File: src/rtl/core/pctf_pkg.sv
package pctf_pkg;

    localparam int DEF_FIFO_DEPTH = 512;
    localparam int DEF_CHUNK      = 32;

    localparam int BYTE_W   = 8;
    localparam int GAP_W    = 16;
    localparam int FILL_W   = 10;
    localparam int OPCODE_W = 2;
    localparam int STATUS_W = 3;

    typedef enum logic [OPCODE_W-1:0] {
        OP_PUSH = 2'd0,
        OP_TICK = 2'd1,
        OP_SEND = 2'd2
    } t_opcode;

    typedef enum logic [STATUS_W-1:0] {
        ST_ACCEPTED = 3'd0,
        ST_DROPPED  = 3'd1,
        ST_CHUNK    = 3'd2,
        ST_EMPTY    = 3'd3,
        ST_WAITING  = 3'd4
    } t_status;

    typedef enum logic {
        S_IDLE = 1'b0,
        S_SEND = 1'b1
    } t_state;

endpackage

File: src/rtl/core/paced_chunk_tx_fifo_core.sv
// Paced chunk transmit FIFO. Bytes pushed on the input stream (tuser = opcode 0) are queued in a
// single-port-read byte memory; a tick (opcode 1) advances a saturating 16-bit gap counter; a send
// request (opcode 2) answers "empty" or "waiting" in one result, or releases up to CHUNK queued
// bytes, one result per byte, tlast on the final one, and clears the gap counter. A chunk goes out
// only when the gap counter is strictly greater than the min_gap_ticks register, written through
// the cfg channel; the user must write it only while the block is idle, and the block itself does
// not enforce this. After its send transfer, a chunk keeps the input closed while the memory is
// read once per cycle as long as the output does not stall, each byte passing through the registered
// read port into the output register; no input is taken until its last byte is in the output register.
// The memory contents need no clearing after reset.
module paced_chunk_tx_fifo_core
    import pctf_pkg::*;
#(
    parameter int FIFO_DEPTH = DEF_FIFO_DEPTH,
    parameter int CHUNK      = DEF_CHUNK
) (
    input  logic                i_clk,
    input  logic                i_rst_n,

    input  logic                i_cfg_valid,
    output logic                o_cfg_ready,
    input  logic [GAP_W-1:0]    i_cfg_data,      // min_gap_ticks

    input  logic                s_axis_tvalid,
    output logic                s_axis_tready,
    input  logic [7:0]          s_axis_tdata,    // [7:0] push_byte
    input  logic [OPCODE_W-1:0] s_axis_tuser,    // [1:0] opcode

    output logic                m_axis_tvalid,
    input  logic                m_axis_tready,
    output logic [23:0]         m_axis_tdata,    // [7:0] out_byte, [17:8] fill_level, rest zero
    output logic                m_axis_tlast,    // last_of_chunk
    output logic [STATUS_W-1:0] m_axis_tuser     // [2:0] status
);

    localparam int PW = (FIFO_DEPTH > 1) ? $clog2(FIFO_DEPTH) : 1;
    localparam int CW = $clog2(FIFO_DEPTH + 1);
    localparam int LW = $clog2(CHUNK + 1);

    logic [BYTE_W-1:0] mem [FIFO_DEPTH];

    t_state            r_state,      n_state;
    logic [PW-1:0]     r_wr_ptr,     n_wr_ptr;
    logic [PW-1:0]     r_rd_ptr,     n_rd_ptr;
    logic [CW-1:0]     r_count,      n_count;
    logic [GAP_W-1:0]  r_gap,        n_gap;
    logic [GAP_W-1:0]  r_min_gap;
    logic [LW-1:0]     r_left,       n_left;
    logic              r_rd_pend,    n_rd_pend;
    logic              r_rd_last,    n_rd_last;
    logic [FILL_W-1:0] r_rd_fill,    n_rd_fill;
    logic [BYTE_W-1:0] r_rd_data;
    logic              r_out_valid,  n_out_valid;
    logic [BYTE_W-1:0] r_out_byte,   n_out_byte;
    logic              r_out_last,   n_out_last;
    t_status           r_out_status, n_out_status;
    logic [FILL_W-1:0] r_out_fill,   n_out_fill;

    logic              out_free;
    logic              in_xfer;
    logic              rd_move;
    logic              rd_issue;
    logic              mem_we;
    t_opcode           in_op;

    assign o_cfg_ready   = 1'b1;
    assign out_free      = !r_out_valid || m_axis_tready;
    assign s_axis_tready = (r_state == S_IDLE) && out_free;
    assign in_xfer       = s_axis_tvalid && s_axis_tready;
    assign in_op         = t_opcode'(s_axis_tuser);
    // read data moves to the output register as soon as it is free
    assign rd_move       = r_rd_pend && out_free;
    assign rd_issue      = (r_state == S_SEND) && (r_left != '0) && (!r_rd_pend || rd_move);

    assign m_axis_tvalid = r_out_valid;
    assign m_axis_tdata  = {6'b0, r_out_fill, r_out_byte};
    assign m_axis_tlast  = r_out_last;
    assign m_axis_tuser  = r_out_status;

    always_comb begin
        n_state      = r_state;
        n_wr_ptr     = r_wr_ptr;
        n_rd_ptr     = r_rd_ptr;
        n_count      = r_count;
        n_gap        = r_gap;
        n_left       = r_left;
        n_rd_pend    = r_rd_pend;
        n_rd_last    = r_rd_last;
        n_rd_fill    = r_rd_fill;
        n_out_valid  = r_out_valid;
        n_out_byte   = r_out_byte;
        n_out_last   = r_out_last;
        n_out_status = r_out_status;
        n_out_fill   = r_out_fill;
        mem_we       = 1'b0;

        if (r_out_valid && m_axis_tready) begin
            n_out_valid = 1'b0;
        end

        case (r_state)
            S_IDLE: begin
                if (in_xfer) begin
                    case (in_op)
                        OP_PUSH: begin
                            n_out_valid = 1'b1;
                            n_out_byte  = '0;
                            n_out_last  = 1'b0;
                            if (r_count == CW'(FIFO_DEPTH)) begin
                                n_out_status = ST_DROPPED;
                                n_out_fill   = FILL_W'(r_count);
                            end else begin
                                mem_we       = 1'b1;
                                n_wr_ptr     = (r_wr_ptr == PW'(FIFO_DEPTH - 1)) ? '0
                                                                                 : r_wr_ptr + 1'b1;
                                n_count      = r_count + 1'b1;
                                n_out_status = ST_ACCEPTED;
                                n_out_fill   = FILL_W'(r_count + 1'b1);
                            end
                        end
                        OP_TICK: begin
                            if (r_gap != '1) begin
                                n_gap = r_gap + 1'b1;
                            end
                        end
                        OP_SEND: begin
                            if (r_count == '0) begin
                                n_out_valid  = 1'b1;
                                n_out_byte   = '0;
                                n_out_last   = 1'b0;
                                n_out_status = ST_EMPTY;
                                n_out_fill   = '0;
                            end else if (!(r_gap > r_min_gap)) begin
                                n_out_valid  = 1'b1;
                                n_out_byte   = '0;
                                n_out_last   = 1'b0;
                                n_out_status = ST_WAITING;
                                n_out_fill   = FILL_W'(r_count);
                            end else begin
                                n_left  = (32'(r_count) < 32'(CHUNK)) ? LW'(r_count) : LW'(CHUNK);
                                n_gap   = '0;
                                n_state = S_SEND;
                            end
                        end
                        default: ;
                    endcase
                end
            end
            S_SEND: begin
                if (rd_move) begin
                    n_out_valid  = 1'b1;
                    n_out_byte   = r_rd_data;
                    n_out_last   = r_rd_last;
                    n_out_status = ST_CHUNK;
                    n_out_fill   = r_rd_fill;
                    n_rd_pend    = 1'b0;
                    if (r_left == '0) begin
                        n_state = S_IDLE;
                    end
                end
                if (rd_issue) begin
                    n_rd_pend = 1'b1;
                    n_rd_last = (r_left == LW'(1));
                    n_rd_fill = FILL_W'(r_count - 1'b1);
                    n_count   = r_count - 1'b1;
                    n_rd_ptr  = (r_rd_ptr == PW'(FIFO_DEPTH - 1)) ? '0 : r_rd_ptr + 1'b1;
                    n_left    = r_left - 1'b1;
                end
            end
            default: n_state = S_IDLE;
        endcase
    end

    always_ff @(posedge i_clk) begin
        if (!i_rst_n) begin
            r_state     <= S_IDLE;
            r_wr_ptr    <= '0;
            r_rd_ptr    <= '0;
            r_count     <= '0;
            r_gap       <= '0;
            r_min_gap   <= '0;
            r_left      <= '0;
            r_rd_pend   <= 1'b0;
            r_out_valid <= 1'b0;
        end else begin
            r_state     <= n_state;
            r_wr_ptr    <= n_wr_ptr;
            r_rd_ptr    <= n_rd_ptr;
            r_count     <= n_count;
            r_gap       <= n_gap;
            r_left      <= n_left;
            r_rd_pend   <= n_rd_pend;
            r_out_valid <= n_out_valid;
            if (i_cfg_valid && o_cfg_ready) begin
                r_min_gap <= i_cfg_data;
            end
        end
    end

    always_ff @(posedge i_clk) begin
        r_rd_last    <= n_rd_last;
        r_rd_fill    <= n_rd_fill;
        r_out_byte   <= n_out_byte;
        r_out_last   <= n_out_last;
        r_out_status <= n_out_status;
        r_out_fill   <= n_out_fill;
    end

    // byte store: one write port, one registered read port
    always_ff @(posedge i_clk) begin
        if (mem_we) begin
            mem[r_wr_ptr] <= s_axis_tdata;
        end
        if (rd_issue) begin
            r_rd_data <= mem[r_rd_ptr];
        end
    end

    a_count_bound: assert property (@(posedge i_clk) disable iff (!i_rst_n)
        32'(r_count) <= 32'(FIFO_DEPTH))
        else $error("held count above depth");

    a_send_blocks_input: assert property (@(posedge i_clk) disable iff (!i_rst_n)
        (r_state == S_SEND) |-> !s_axis_tready)
        else $error("input taken during chunk release");

    a_pend_in_send: assert property (@(posedge i_clk) disable iff (!i_rst_n)
        (r_rd_pend || r_left != '0) |-> (r_state == S_SEND))
        else $error("read pending outside chunk release");

    a_last_is_chunk: assert property (@(posedge i_clk) disable iff (!i_rst_n)
        (m_axis_tvalid && m_axis_tlast) |-> (m_axis_tuser == ST_CHUNK))
        else $error("tlast on a non-chunk result");

    a_send_start_clears_gap: assert property (@(posedge i_clk) disable iff (!i_rst_n)
        (r_state == S_IDLE && n_state == S_SEND) |=> (r_gap == '0 && r_left != '0))
        else $error("chunk start without gap clear");

endmodule

File: config.mk
export PLATFORM = sky130hd
export DESIGN_NAME = paced_chunk_tx_fifo_core
export DESIGN_NICKNAME = d
export VERILOG_FILES = /design/src/rtl/core/pctf_pkg.sv /design/src/rtl/core/paced_chunk_tx_fifo_core.sv
export SDC_FILE = /design/constraint.sdc
export NUM_CORES = 2
export LEC_CHECK = 0
export BUFFER_PORTS_ARGS = -buffer_cell sky130_fd_sc_hd__buf_4
export CORE_ASPECT_RATIO = 0.75
export CORE_MARGIN = 10
export CORE_UTILIZATION = 38
export DETAILED_ROUTE_END_ITERATION = 16
export PLACE_DENSITY = 0.53
export SLEW_MARGIN = 20
export SYNTH_ARGS = -nofsm -noshare
export SYNTH_HDL_FRONTEND = slang
export SYNTH_SLANG_ARGS = --single-unit
File: constraint.sdc
create_clock -name i_clk -period 3.2 [get_ports i_clk]
set_clock_uncertainty 0.05 [all_clocks]
set_input_delay 0.16 -clock i_clk [delete_from_list [all_inputs] [get_ports i_clk]]
set_output_delay 0.16 -clock i_clk [all_outputs]
set_load 0.005 [all_outputs]
# --- After elaboration in Yosys (flattened, before gate mapping) ---
# Memory sizes are Yosys's and may differ from the RTL's. A register that Yosys moved wholly into a read port is not among the register bits.
# Cells that the tools add are included.
word_totals:
  regBits: 102
  ramBits: 4096
  in_bits: 31
  output_inout_bits: 31
  wordCells: 133
  n_memories: 1
op_classes:
  addsub: 6
  n_lt_le_gt_ge: 2
  n_eq_ne: 19
  n_mux: 65
  bitwise_logic: 2
  n_reduce_logical: 23
mem_list:
  columns: ["memory", "depth", "width", "read_ports", "rd_ports_with_merged_regs", "wr", "line_no", "rtl"]
  rows:
  - ["mem", 512, 8, 1, 1, 1, "paced_chunk_tx_fifo_core.sv:40", "logic [BYTE_W-1:0] mem [FIFO_DEPTH];"]
ops:
  columns: ["cell", "n"]
  rows:
  - ["$mux 10", 8]
  - ["$pmux 10 s2", 3]
  - ["$mux 16", 3]
  - ["$mux 6", 6]
  - ["$mux 8", 4]
  - ["$pmux 16 s2", 1]
  - ["$pmux 8 s2", 2]
  - ["$mux 1", 24]
  - ["$add 9x1->9 const B", 2]
  - ["$eq 9x9->1 const B", 2]
  - ["$mux 9", 2]
  - ["$add 16x1->16 const B", 1]
  - ["$gt 16x16->1", 1]
  - ["$ne 16x16->1 const B", 1]
  - ["$mux 3", 4]
  - ["$pmux 3 s2", 2]
  - ["$pmux 6 s2", 1]
  - ["$add 10x1->10 const B", 1]
  - ["$eq 10x10->1 const B", 1]
  - ["$logic_not 10->1", 1]
  - ["$lt 10x6->1 const B", 1]
  - ["$ne 2x1->1 const B", 5]
  - ["$ne 2x2->1 const B", 5]
  - ["$pmux 1 s2", 5]
  - ["other kinds (20)", 31]

# --- Logic depth before layout (Yosys ltp) ---
depth:
  word_depth: 8
  depth_mapped: 13
  ltp_nobuf: 10

# --- Least setup slack after synthesis ---
# Ideal clock, no wire load.
synth_timing:
  kind: "reg2reg"
  from: "reg r_count[0]"
  to: "reg r_out_last, in the netlist m_axis_tlast, enable pin"
  setup_time_ps: 432
  t_arrival_ps: 2662
  required_ps: 2718
  path_slack_ps: 56
  stages_incl_launch_ff: 11
  n_path_buf: 1
  synth_period_minus_slack_ps: 3144
  cell_sequence: "dfxtp_1 > inv_1 > ha_1 > or4b_4 > buf_6 > or2_4 > o21ai_4 > a211oi_4 > nand2_1 > nand2_1 > o21ai_0"
synth_between:
  elab_chain_cells: 3
synth_rtl:
  columns: ["item", "line_no", "rtl"]
  rows:
  - ["from (decl)", "paced_chunk_tx_fifo_core.sv:45", "logic [CW-1:0] r_count, n_count;"]
  - ["from (signal assigned)", "paced_chunk_tx_fifo_core.sv:189", "r_count <= n_count;"]
  - ["$logic_not 10->1", "paced_chunk_tx_fifo_core.sv:127", "if (r_count == '0) begin"]
  - ["$ne 4x4->1 (no source line)", null, null]
  - ["$reduce_and 4->1 (no source line)", null, null]
  - ["to (signal assigned)", "paced_chunk_tx_fifo_core.sv:204", "r_out_last <= n_out_last;"]
  - ["to (decl)", "paced_chunk_tx_fifo_core.sv:55", "logic r_out_last, n_out_last;"]
# No other way between the ends.
# A chain may end at the register's enable or synchronous reset.

==> metrics.md <==
| Metric | Value |
|---|---|
| Setup-failing EPs final | 8 |
| Post-route insts no fill | 14690 |
| Reg2Reg Depth | 12 |
| TritonCTS clock tree | done |
| Vias in the first global route | 83070 |
| Root Driver | clkbuf_16 |
| CTS buffer count | 409 |
| Number of placement rows | 208 |
| Dpl ws | -858.3 ps |
| P_int | 88.29 mW |
| #FFs+latches synth | 4206 |
| RSZ-0062 raised after global routing | yes |
| Worst setup EP type | flip-flop |
| Final setup margin | -169.6 ps |
| Fillers | 35870 |
| Die W | 778.3 um |
| Mapped cell area | 0.1639 sq mm |
| CP endpoint | r_rd_data[3] |
| Total track usage | 18.89% |
| Synth warn | 0 |
| Min Hold Slack | 152.3 ps |
| Clock-pin transition on the worst setup and hold timing paths | 70 ps |
| Yosys top cell by area | edfxtp_1 |
| Clk pwr share | 43.9% |
| Core area | 0.4289 sq mm |
| Synth Area per Inst | 20.76 sq um |
| Die area | 0.4582 sq mm |
| Reg area | 0.1256 sq mm |
| Initial DRC count | 9622 |
| Count of different cell masters after synthesis | 66 |
| IO buf count | 54 |
| Routed len/inst | 30.35 um |
| Final period utilization | 105.3% |
| Antenna Violating Nets Remaining | 0 |
| P_sw | 22.20 mW |
| Worst min-delay path category | in -> reg |
| Worst skew pair latency | 950 ps |
| Final instance area | 0.1943 sq mm |
| Hold Crit Start | i_rst_n |
| Most used DFF post-synth | edfxtp_1 |
| Async set-reset flop share out of synthesis | 0% |
| Worst-margin pin slew | 1185 ps |
| RePlAce Congestion | 0.7961 |
| Initial antenna violation count | 18 |
| Data required time at the worst endpoint | 3850 ps |
| Leak | 58.10 nW |
| Worst Setup Start Kind | flip-flop |
| Number of flops mapped to enable cells by yosys | 4137 |
| DP HPWL | 279.1 mm |
| Failing checks | negative setup slack |
| Wirelength, routed | 445.8 mm |
| Reg2reg setup slack | -170 ps |
| Slew HR | 21.03% |
| Hold Fails Final Rpt | 0 |
| Sw frac | 20.09% |
| Placed cell areas | 0.1762 sq mm |
| Crit path DAT | 4020 ps |
| Layout cells sized above 1 | 35.93% |
| Area Overhead vs Synth | 18.57% |
| Run status | finished, violations left |
| DP Cell Count | 13760 |
| Register area share after synthesis | 76.66% |
| Layout Utilization | 45.30% |
| H-tree Lvls | 5 |
| Most common cell after layout, fill and taps aside | edfxtp_1 |
| Initial core utilization | 38.21% |
| Wire length of the first global-routing pass | 631.2 mm |
| R2r endpoint | r_rd_data[3] |
| Top-area cell type share of the netlist area | 75.81% |
| Largest net degree at the start of global routing | 134 |
| # DRC | 0 |
| First drt pass iteration count | 5 |
| Synth top area cells | edfxtp_1 76%, mux4_2 14%, nor2_1 2.0% |
| Kind of critical path | reg -> reg |
| Pins Over Slew Limit | 0 |
| CTS max path bufs | 4 |
| Combinational share of power | 1.4% |
| Maximum VDD drop | 0.4509 mV |
| Pwr/cell area | 568.7 mW/mm^2 |
| Worst r2r src | r_rd_ptr[0] |
| Final Critical Period | 3370 ps |
| Maximum clock rate | 0.2968 GHz |
| Max cap viols | 0 |
| NumNets Final | 8738 |
| Power share of the sequential group | 54.7% |
| Die H | 588.7 um |
| # IOs | 62 |
| Vias/cell | 5.660 |
| DR vias | 83130 |
| Commonest cells after routing, fill and taps aside | 4137 x edfxtp_1, 1024 x mux4_2, 545 x buf_4 |
| CP max FO | 9 |
| Sink Count | 4206 |
| GRT overflow | 0 |
| Area of the multi-input gates | 0.03819 sq mm |
| Worst Setup SP | r_rd_ptr[0] |
| Setup TNS | -831.0 ps |
| Synthesized instance count | 7892 |
| Total power | 110.5 mW |
## final cells by class
class	instances	area share (%)
Sequential cell	4206	64.66
Timing Repair Buffer	877	5.163
Tap cell	5670	3.651
Clock inverter	262	1.284
Clock buffer	485	5.524
Multi-Input combinational cell	3153	19.65
Inverter	31	0.05989
Antenna cell	3	0.003864
## repair_timing
action	4_1_cts	5_1_grt
hold buffers	65	0
setup endpoints to repair	394	3128
gates resized for setup	234	558
setup buffers	35	64
endpoints found under the hold margin	2002	0
pin swaps	25	47
cloned	12	12
## power by group through the flow
stage          logic (mW)  clock network, mW  registers, mW
3_5_place_dp         1.48                  0           61.7
6_report             1.54               48.5           60.5
3_3_place_gp         1.40                  0           61.7
5_1_grt              1.66               51.5           60.5
4_1_cts              1.55               49.3           60.5
2_1_floorplan       0.177                  0           61.7
## cells by family (layout without fill, tap and decap cells)
family,count (synthesis),after routing,share of synthesized area [%]
AO/OA/AOI/OAI,598,598,2.360
XOR/XNOR,31,31,0.1657
buffers and inverters,538,1655,1.600
adder cells (fa/ha/maj),29,29,0.2214
flip-flops,4206,4206,76.66
AND/OR/NAND/NOR,1160,1160,2.964
other,2,10,0.004583
multiplexers,1328,1328,16.03
## worst max-delay path, cell delays in order, from the launching register on
cell and delay, ps:
dfxtp_4 390, buf_6 130, buf_12 170, buf_4 140, buf_12 140, buf_6 160, mux4_2 590, mux2i_1 210
a21oi_1 140, o21ai_4 250, nand4_1 360, nor2_2 280, nor4_2 70
## metal layers
layer | track usage, % | part of all wire [%] | vias up
li1 | - | - | 34270
met1 | 28.69 | 44 | 44770
met2 | 28.09 | 45 | 3586
met3 | 4.118 | 9.1 | 510
met4 | 3.796 | 2.1 | 0
met5 | 0 | 0 | -
## how the worst min path moves through the flow
stage | endpoint | slack [ps] | cells after the start
after CTS | r_left[5] | 60 | 3
after global placement | r_min_gap[1] | 350 | 3
after global routing | r_left[5] | 120 | 3
final | r_left[5] | 150 | 3
after detailed placement | r_min_gap[13] | 350 | 3
after floorplan | mem[0][0] | 210 | 0
## state kept, by name, indices dropped and copies added, names as in the netlist
register / cells
m_axis_tlast: 1
m_axis_tuser: 3
m_axis_tvalid: 1
mem: 4096
r_count: 10
r_gap: 16
r_left: 6
r_min_gap: 16
r_out_byte: 8
r_out_fill: 10
r_rd_data: 8
r_rd_fill: 10
r_rd_last: 1
r_rd_pend: 1
r_rd_ptr: 9
r_state: 1
r_wr_ptr: 9
## synth_stat cells (all sizes together) (2+ instances only)
library cell  count
a211oi           42
a21o              3
a21oi           166
a221o             2
a221oi            4
a31oi             8
and2             16
and3             11
and3b             3
buf             286
clkbuf          221
conb              2
dfxtp            69
edfxtp         4137
ha               29
inv              31
mux2            126
mux2i           178
mux4           1024
nand2           106
nand2b            9
nand3            33
nand4            44
nor2            863
nor2b             9
nor3             20
nor3b             4
nor4             10
nor4b             2
o21ai           132
o221ai          125
o22ai            96
o31ai             9
or2               4
or3              19
or4               6
xnor2            15
xor2             16
(Power assumes the default switching activity.)
